[config.mk]
export PLATFORM = sky130hd
export DESIGN_NAME = pbclk_muldiv
export DESIGN_NICKNAME = d
export VERILOG_FILES = /design/src/pbclk_pkg.sv /design/src/pbclk_muldiv.sv
export SDC_FILE = /design/constraint.sdc
export NUM_CORES = 1
export LEC_CHECK = 0
export BUFFER_PORTS_ARGS = -buffer_cell sky130_fd_sc_hd__buf_2
export CORE_UTILIZATION = 30
export CTS_CLUSTER_DIAMETER = 50
export CTS_CLUSTER_SIZE = 8
export DETAILED_ROUTE_END_ITERATION = 10
export GPL_TIMING_DRIVEN = 0
export PLACE_DENSITY = 0.47
export SLEW_MARGIN = 20
export SYNTH_ARGS = -nofsm -noshare
export SYNTH_HDL_FRONTEND = slang
export SYNTH_SLANG_ARGS = --single-unit
[constraint.sdc]
create_clock -name clk -period 10.1 [get_ports clk]
set_input_delay 2.02 -clock clk [delete_from_list [all_inputs] [get_ports clk]]
set_output_delay 2.02 -clock clk [all_outputs]
set_load 0.02 [all_outputs]
[src/pbclk_pkg.sv]
// ----------------------------------------------------------------------------
// pbclk_pkg: shared types and helpers for the playback clock
// Request codes, register indexes, state types and saturating arithmetic.
// ----------------------------------------------------------------------------
`default_nettype none
package pbclk_pkg;

  localparam logic signed [63:0] S64_MAX = 64'sh7fff_ffff_ffff_ffff;
  localparam logic signed [63:0] S64_MIN = 64'sh8000_0000_0000_0000;

  // Time base and speed scaling.
  localparam longint US_PER_SECOND = 1000000;
  localparam longint SPEED_UNIT    = 1000;

  // Error adjust thresholds, all against error_us * 1000.
  localparam logic signed [63:0] ERR_SCALE   = 64'sd1000;
  localparam logic signed [63:0] GATE_LIMIT  = 64'(100 * US_PER_SECOND);
  localparam logic signed [63:0] SNAP_UP     = 64'(20 * US_PER_SECOND);
  localparam logic signed [63:0] SNAP_DOWN   = -64'(27 * US_PER_SECOND);

  localparam logic signed [63:0] RS_MAX = 64'sd131071;
  localparam logic signed [63:0] RS_MIN = -64'sd131072;

  typedef enum logic [2:0] {
    REQ_READ   = 3'd0,
    REQ_SPEED  = 3'd1,
    REQ_PAUSE  = 3'd2,
    REQ_RESUME = 3'd3,
    REQ_ADJUST = 3'd4,
    REQ_TRIM   = 3'd5,
    REQ_VSYNC  = 3'd6,
    REQ_DISC   = 3'd7
  } req_t;

  typedef enum logic [1:0] {
    CFG_FREQ   = 2'd0,
    CFG_OFFSET = 2'd1,
    CFG_FRAME  = 2'd2
  } cfg_idx_t;

  typedef enum logic [1:0] {
    MD_IDLE,
    MD_MUL,
    MD_DIV,
    MD_FIN
  } md_state_t;

  typedef enum logic [4:0] {
    ST_IDLE,
    ST_ABS_GO,
    ST_ABS_WT,
    ST_TRM_GO,
    ST_TRM_WT,
    ST_T_CALC,
    ST_T_ADD,
    ST_CLK_GO,
    ST_CLK_WT,
    ST_ADJ,
    ST_SPD,
    ST_RATE_GO,
    ST_RATE_WT,
    ST_UNP1,
    ST_UNP2,
    ST_SCL_SUB,
    ST_SCL_GO,
    ST_SCL_WT,
    ST_PAU_GO,
    ST_PAU_WT,
    ST_DONE
  } state_t;

  typedef struct packed {
    logic              start;
    logic signed [63:0] a;
    logic signed [63:0] b;
    logic signed [63:0] d;
  } md_cmd_t;

  typedef struct packed {
    logic              busy;
    logic              done;
    logic signed [63:0] q;
  } md_rsp_t;

  function automatic logic signed [63:0] sat_add(input logic signed [63:0] a,
                                                 input logic signed [63:0] b);
    logic signed [63:0] s;
    s = a + b;
    if (a[63] == b[63] && s[63] != a[63]) begin
      return a[63] ? S64_MIN : S64_MAX;
    end
    return s;
  endfunction

  function automatic logic signed [63:0] sat_sub(input logic signed [63:0] a,
                                                 input logic signed [63:0] b);
    logic signed [63:0] s;
    s = a - b;
    if (a[63] != b[63] && s[63] != a[63]) begin
      return a[63] ? S64_MIN : S64_MAX;
    end
    return s;
  endfunction

  function automatic logic [62:0] clamp63(input logic signed [63:0] x);
    if (x[63] == 1'b0 && x[62] == 1'b1) begin
      return {1'b0, {62{1'b1}}};
    end
    if (x[63] == 1'b1 && x[62] == 1'b0) begin
      return {1'b1, 62'd0};
    end
    return x[62:0];
  endfunction

endpackage
`default_nettype wire

[src/pbclk_muldiv.sv]
// ----------------------------------------------------------------------------
// pbclk_muldiv: bit-serial multiply then divide
// Computes a*b/d truncated toward zero, saturated to +-(2^63-1); d of zero
// counts as one. One multiplier bit, then one quotient bit, per cycle.
// ----------------------------------------------------------------------------
`default_nettype none
module pbclk_muldiv (
  input  wire logic              clk,
  input  wire logic              rst_n,
  input  wire pbclk_pkg::md_cmd_t cmd,
  output pbclk_pkg::md_rsp_t     rsp
);
  import pbclk_pkg::*;

  md_state_t   ph_r, ph_nxt;
  logic [6:0]  cnt_r, cnt_nxt;
  logic [63:0] ua_r, ua_nxt;
  logic [63:0] ud_r, ud_nxt;
  logic        neg_r, neg_nxt;
  logic [63:0] hi_r, hi_nxt;
  logic [63:0] lo_r, lo_nxt;
  logic [63:0] rem_r, rem_nxt;
  logic signed [63:0] q_r, q_nxt;
  logic        done_r, done_nxt;

  logic [64:0] sum;
  logic [64:0] rsh;
  logic        ge;
  logic [63:0] mag;

  assign sum = {1'b0, hi_r} + (lo_r[0] ? {1'b0, ua_r} : 65'd0);
  assign rsh = {rem_r, hi_r[63]};
  assign ge  = rsh >= {1'b0, ud_r};
  assign mag = ((|hi_r) || lo_r[63]) ? 64'(S64_MAX) : lo_r;

  always_comb begin
    ph_nxt = ph_r;
    unique case (ph_r)
      MD_IDLE: if (cmd.start) ph_nxt = MD_MUL;
      MD_MUL:  if (cnt_r == 7'd63) ph_nxt = MD_DIV;
      MD_DIV:  if (cnt_r == 7'd127) ph_nxt = MD_FIN;
      MD_FIN:  ph_nxt = MD_IDLE;
      default: ph_nxt = MD_IDLE;
    endcase
  end

  always_comb begin
    cnt_nxt  = cnt_r;
    ua_nxt   = ua_r;
    ud_nxt   = ud_r;
    neg_nxt  = neg_r;
    hi_nxt   = hi_r;
    lo_nxt   = lo_r;
    rem_nxt  = rem_r;
    q_nxt    = q_r;
    done_nxt = 1'b0;
    unique case (ph_r)
      MD_IDLE: begin
        if (cmd.start) begin
          ua_nxt  = cmd.a[63] ? 64'd0 - cmd.a : cmd.a;
          lo_nxt  = cmd.b[63] ? 64'd0 - cmd.b : cmd.b;
          ud_nxt  = (cmd.d == 64'sd0) ? 64'd1 : (cmd.d[63] ? 64'd0 - cmd.d : cmd.d);
          neg_nxt = cmd.a[63] ^ cmd.b[63] ^ cmd.d[63];
          hi_nxt  = 64'd0;
          cnt_nxt = 7'd0;
        end
      end
      MD_MUL: begin
        hi_nxt  = sum[64:1];
        lo_nxt  = {sum[0], lo_r[63:1]};
        cnt_nxt = (cnt_r == 7'd63) ? 7'd0 : cnt_r + 7'd1;
        rem_nxt = 64'd0;
      end
      MD_DIV: begin
        rem_nxt = ge ? 64'(rsh - {1'b0, ud_r}) : rsh[63:0];
        hi_nxt  = {hi_r[62:0], lo_r[63]};
        lo_nxt  = {lo_r[62:0], ge};
        cnt_nxt = cnt_r + 7'd1;
      end
      MD_FIN: begin
        q_nxt    = neg_r ? -$signed(mag) : $signed(mag);
        done_nxt = 1'b1;
      end
      default: ;
    endcase
  end

  always_ff @(posedge clk) begin
    if (!rst_n) begin
      ph_r   <= MD_IDLE;
      done_r <= 1'b0;
    end else begin
      ph_r   <= ph_nxt;
      done_r <= done_nxt;
    end
    cnt_r <= cnt_nxt;
    ua_r  <= ua_nxt;
    ud_r  <= ud_nxt;
    neg_r <= neg_nxt;
    hi_r  <= hi_nxt;
    lo_r  <= lo_nxt;
    rem_r <= rem_nxt;
    q_r   <= q_nxt;
  end

  assign rsp.busy = (ph_r != MD_IDLE);
  assign rsp.done = done_r;
  assign rsp.q    = q_r;

endmodule
`default_nettype wire
==> results.json, run 1 <==
{
  "status": "complete, no violations",
  "synth_edf_count": 392,
  "gr-total-overflow": 0,
  "hold_class": "flop to flop",
  "vias": 25200,
  "period_share_pct": 67.3,
  "relSlewSlack_pct": 24.8,
  "drc": 0,
  "power.density_nw_per_um2": 332,
  "cts_setup_buffers": 0,
  "die_area_um2": 97800,
  "clockRootBuffer": "clkbuf_16",
  "highest_layer": "met5",
  "critical_path_arrival_ps": 7140,
  "port_buffers": 258,
  "drt-met1-wl_um": 46400,
  "drt-pass1-iter-count": 5,
  "path_common_cell": "clkbuf_1",
  "ys_seq_area_share_pct": 40.8,
  "fill_cells": 9834,
  "grt_pass1_vias": 24500,
  "hold_end": "hi_r[46]",
  "worstPathCellList": "nor4_1 > nand4_1 > nor2_1 > nand3_1 > clkbuf_1 > clkbuf_1 > buf_1 > nor2_1 > ha_1 > nand4b_1 > or3_1 > clkbuf_1 > nor3_1 > nand3b_1 > nor4_1 > a21oi_1 > o21ai_0 > nand2_1",
  "start_util_pct": 30.4,
  "clock_sinks": 395,
  "tns_ps": 0,
  "final_core_util_pct": 36.3,
  "reg2reg_from": "hi_r[63]",
  "grt_setup_unrepaired": "false",
  "grt_usage_pct": 19.8,
  "cap_violations": 0,
  "hpwlAfterDp_um": 77700,
  "syn_area_per_cell_um2": 9.30,
  "route.met2.wl_um": 44200,
  "num_rows": 113,
  "synth_ff_type": "edfxtp_1",
  "cts.clk_slew.worst_paths_ps": 50,
  "final_cell_mix": "edfxtp_1 (392), buf_2 (265), nor2_1 (262), xnor2_1 (261), nand2_1 (244)",
  "tightest_slew_ps": 1130,
  "synth-seq-cells": 395,
  "hold_viol_final": 0,
  "worstSetupStartpointType": "flop",
  "crit_type": "flop to flop",
  "drive_gt1_share_pct": 12.6,
  "skew_ps": 21.7,
  "drv_slew": 0,
  "finalSetupViolCount": 0,
  "antenna_found_initial": 13,
  "drt_iter0_drc": 1838,
  "leakage_nw": 12.8,
  "r2r_cells": 18,
  "p_total_mw": 11.5,
  "synthArstFlopShare_pct": 0,
  "routedWlPerCell_um": 20.8,
  "rrSetupSlack_ps": 3300,
  "synth_nets": 3452,
  "dieHeight_um": 313,
  "fp.coreArea_um2": 95300,
  "final_common_cell": "edfxtp_1",
  "fmax_ghz": 0.147,
  "post_cts_resized": 0,
  "dr_wl_met3_um": 6150,
  "drt-total-wl_um": 99300,
  "cp_max_fo": 10,
  "ys_warn_count": 0,
  "htreeDepth": 3,
  "slowest_delay_ps": 690,
  "period_needed_ps": 6800,
  "multi_input_area_um2": 16100,
  "ios": 261,
  "synth_area_um2": 29000,
  "syn2layout_area_growth_pct": 19.4,
  "nNetsFinal": 3799,
  "grt_max_degree": 52,
  "routabilityCongestion": 0.919,
  "whs_path_depth": 2,
  "synth_cell_types": 81,
  "clk_latency_ps": 610,
  "hold_start": "hi_r[45]",
  "ant_nets": 0,
  "die_x_um": 313,
  "end_kind": "flop",
  "cts_tree": "done",
  "required_ps": 10450,
  "holdBufCountCts": 0,
  "timing.rr.end": "q_r[52]",
  "grt_first_pass_wirelength_um": 150000,
  "numCtsBuffers": 76,
  "viasPerCell": 5.27,
  "clockBufferDepth": 3,
  "synthCells": 3116,
  "critical-path-slowest-cell": "nor4_1",
  "ir_worst_vdd_mv": 0.134,
  "seq_area_um2": 11800
}
[final cells by class]
type / count / area share [%]
Tap cell: 1265 / 4.58
Clock buffer: 88 / 5.94
Inverter: 125 / 1.36
Sequential cell: 395 / 34.2
Clock inverter: 37 / 1.14
Multi-Input combinational cell: 2432 / 46.4
Timing Repair Buffer: 269 / 4.48
Antenna cell: 2 / 0.0145
Buffer: 164 / 1.86
[through the flow]
step	instance area, µm²	setup slack [ps]	instances	hold WS [ps]
after floorplan	29000	1790	3116	522
after global placement	31800	-1810	4639	550
after global routing	34600	3080	4777	616
final	34600	3300	4777	588
after CTS	34600	3450	4775	594
after detailed placement	32100	3470	4650	585
[flip-flops by register name, indices dropped and copies added, names as in the netlist]
signal  flops
ud_r       64
done_r      1
hi_r       64
rem_r      64
cnt_r       7
ph_r        2
q_r        64
neg_r       1
ua_r       64
lo_r       64
[metal layers]
metal | up-vias | GRT usage, %
li1 | 12400 | -
met2 | 722 | 31.0
met1 | 11900 | 27.6
met5 | - | 0
met3 | 132 | 3.63
met4 | 18 | 6.25
[synth_stat cells, types with 41 or more instances]
master    count  area, µm²
a21o_1       56        420
a21oi_1     238       1190
a22oi_1      76        571
and2_1       76        475
clkbuf_1    137        514
edfxtp_1    392      11800
ha_1        139       1740
inv_1       123        462
mux2i_1      54        541
nand2_1     244        916
nand3_1      50        250
nand4_1      47        294
nor2_1      263        987
nor3_1       64        320
nor4_1       41        257
o21ai_0     231       1160
o31ai_1      71        533
or3_1        55        344
xnor2_1     261       2290
xor2_1       64        561
[logic make-up after synthesis]
family	after synthesis	synth area share, %
compound gates	909	20.2
xor+xnor	325	9.82
fa+ha+maj	141	6.14
buf+inv	289	3.84
flops	395	40.8
mux	54	1.87
simple gates	1003	17.3
[worst max-delay path: cells and delay by family (launching register included)]
family / cells / cell delay [ps]
AOI/OAI and AO/OA: 2 / 470
adders and majority gates: 1 / 270
and+or+nand+nor: 11 / 3880
DFF: 1 / 560
buffers and inverters: 4 / 1350
[worst max path at each step]
stage	slack (ps)	end	cells after the start	startpoint
CTS	3450	q_r[52]	18	hi_r[63]
detailed placement	3470	q_r[52]	18	hi_r[63]
global route	3080	q_r[52]	18	hi_r[63]
floorplan	1790	cnt_r[0]	2	cmd[192]
global placement	-1810	hi_r[47]	3	cmd[192]
finish	3300	q_r[52]	18	hi_r[63]
[where the power goes]
part	internal, mW	switching (mW)
combinational	2.13	3.60
sequential	2.70	0.574
clock	1.63	0.854
total	6.46	5.03
Power figures use the tool's default switching activity.
==> run 2, diff against run 1 <==
Settings changed: ABC_AREA set to 1.
Clock period 10.1 ns to 6.7 ns, I/O delays scaled along.
==> run 2 against run 1 <==
Final cell count up 45%. Count of clock-buffer cells in the layout down 5. Wire length up 44%. Clock power up 32%. Critical path depth unchanged. First-iteration DRC count up 47%. Non-clock buffer count down 45. Synthesized area up 19%. Power up 51%. Largest power group unchanged.
==> results.json, run 2 <==
{
  "ant_nets": 0,
  "cts_tree": "done",
  "crit_type": "flop to flop",
  "routedWlPerCell_um": 20.7,
  "fill_cells": 12500,
  "synth_area_leaders": "edfxtp_1 (34%), nand2_1 (12%), nor2_1 (9.0%)",
  "period_needed_ps": 6030,
  "synth_edf_count": 392,
  "pre_cts_ws_ps": 870,
  "met2_usage_pct": 37.4,
  "leakage_nw": 17.1,
  "drt-pass1-iter-count": 6,
  "clock_sinks": 395,
  "num_rows": 123,
  "use_met3_pct": 3.31,
  "status": "complete, no violations",
  "drive_gt1_share_pct": 8.79,
  "synth_top_area_share_pct": 34.2,
  "die_area_um2": 116000,
  "layout_setup_ws_ps": 666,
  "cts_setup_buffers": 0,
  "drt_iter0_drc": 2711,
  "tightest_slew_ps": 1170,
  "gr-total-overflow": 0,
  "synthAdderAreaFrac_pct": 5.17,
  "final_cells": 6936,
  "grt_first_pass_wirelength_um": 210000,
  "grt_busiest_layer": "met2",
  "grt_pass1_vias": 33100,
  "drc": 0,
  "cp_max_fo": 10,
  "ir_worst_vdd_mv": 0.194,
  "grt_usage_pct": 24.1,
  "synth_compound_area_share_pct": 13.6,
  "synthCells": 5044,
  "relSlewSlack_pct": 21.7,
  "syn_area_per_cell_um2": 6.82,
  "hold_class": "flop to flop",
  "cap_violations": 0,
  "cts.clk_slew.worst_paths_ps": 50,
  "hold_viol_final": 0,
  "power.density_nw_per_um2": 436,
  "seq_area_um2": 11800,
  "p_total_mw": 17.4,
  "die_x_um": 341,
  "grt_max_degree": 94,
  "grt_use_met1_pct": 34.1,
  "synthXorXnorAreaFrac_pct": 5.63,
  "synth_ff_type": "edfxtp_1",
  "ios": 261,
  "htreeDepth": 3,
  "antenna_found_initial": 15,
  "hpwlAfterDp_um": 121000,
  "clockRootBuffer": "clkbuf_16",
  "clk_latency_ps": 640,
  "period_share_pct": 90.1,
  "clockBufferDepth": 3,
  "whs_ps": 601,
  "final_common_cell": "nand2_1",
  "synth_mux_area_share_pct": 0,
  "yosys.area_share.simple_pct": 30.9,
  "end_kind": "flop",
  "port_buffers": 258,
  "syn2layout_area_growth_pct": 16.2,
  "synth_most_common_cell": "nand2_1",
  "required_ps": 7180,
  "synthArstFlopShare_pct": 0,
  "multi_input_area_um2": 19000,
  "post_cts_resized": 0,
  "dieHeight_um": 341,
  "place_inst": 6811,
  "start_util_pct": 30.4,
  "critical_path_arrival_ps": 6520,
  "viasPerCell": 4.97,
  "final_cell_mix": "nand2_1 (1122), nor2_1 (821), inv_1 (794), edfxtp_1 (392)",
  "skew_ps": 19.2,
  "worstSetupStartpointType": "flop",
  "fmax_ghz": 0.166,
  "nNetsFinal": 5721,
  "synth_top_area_cell": "edfxtp_1",
  "ys_seq_area_share_pct": 34.4,
  "ys_warn_count": 0,
  "drv_slew": 0,
  "routabilityCongestion": 0.982,
  "vias": 34500,
  "synth-seq-cells": 395,
  "fp.coreArea_um2": 113000,
  "numCtsBuffers": 72,
  "drt-total-wl_um": 143000,
  "synth_commonest_cells": "nand2_1 (1122), nor2_1 (822), inv_1 (795)",
  "synth_area_um2": 34400,
  "finalSetupViolCount": 0,
  "synth_top_family_by_area": "simple AND/OR/NAND/NOR gates",
  "grt_setup_unrepaired": "false",
  "synth_cell_types": 61,
  "holdBufCountCts": 0,
  "synth_nets": 5380
}
==> run 2: cell count changes after synthesis, sizes merged, moves of 102 or more <==
cell   before   now
nand2     244  1128
xnor2     261    69
o21ai     231   333
nand3      50   253
inv       125   801
nor2      263   852
==> run 2: per-stage QoR <==
step | instance area, µm² | setup TNS, ps | utilization (%)
3_3_place_gp | 37600 | -111660 | 33.2
4_1_cts | 39900 | 0 | 35.3
5_1_grt | 39900 | 0 | 35.3
2_1_floorplan | 34400 | 0 | -
6_report | 40000 | 0 | 35.3
3_5_place_dp | 37800 | 0 | 33.4
==> run 2: path summary, 6_finish.rpt <==
| path | startpoint | to | slack (ps) | cells after the start |
|---|---|---|---|---|
| hold / removal | rem_r[38] | rem_r[39] | 600 | 2 |
| setup / recovery | lo_r[0] | hi_r[49] | 670 | 18 |
| hold reg to reg | rem_r[38] | rem_r[39] | 600 | 2 |
| setup reg to reg | lo_r[0] | hi_r[49] | 670 | 18 |
==> run 2: critical path, cell delays in order (launching register included) <==
cell and delay [ps]:
edfxtp_1 610, clkbuf_1 810, clkbuf_1 390, nand2_1 270, inv_1 110, ha_1 200
inv_1 70, fa_1 370, inv_1 90, nand2_1 60, o21ai_0 380, a21boi_0 220
o21ai_0 600, inv_1 80, o21ai_0 690, nand3_1 390, nand3b_1 210, nand3_1 130
a21oi_1 170
==> run 2: cells by family (layout without fill, tap and decap cells) <==
kind of cell	count (synthesis)	count (layout)
other	0	9
AND/OR/NAND/NOR	2519	2519
flip-flops	395	395
adder cells (fa/ha/maj)	141	141
AO/OA/AOI/OAI	843	843
buffers and inverters	925	1308
XOR/XNOR	221	221
==> run 2: final cells by class <==
type                    instances  share of cell area, %
repair buffers                267                   3.78
plain buffers                 121                   1.35
clock buffers                  83                   4.64
well taps                    1500                   4.70
multi-input cells            3724                   47.7
diodes                          9                 0.0564
flip-flops and latches        395                   29.6
clock inverters                33                  0.658
inverters                     804                   7.57
==> run 2: power breakdown <==
group          internal (mW)  switching, mW  leakage [nW]
sequential              4.00          0.751          3.89
combinational           2.75           6.62          12.2
clock                   2.01           1.28          1.01
==> run 2: per-layer routing <==
metal	up-vias	share of wire [%]	wire length [µm]
li1	17200	-	-
met1	16000	47	67700
met2	1104	43	61900
met3	191	6.3	9060
met4	8	3.2	4660
met5	-	0.027	39
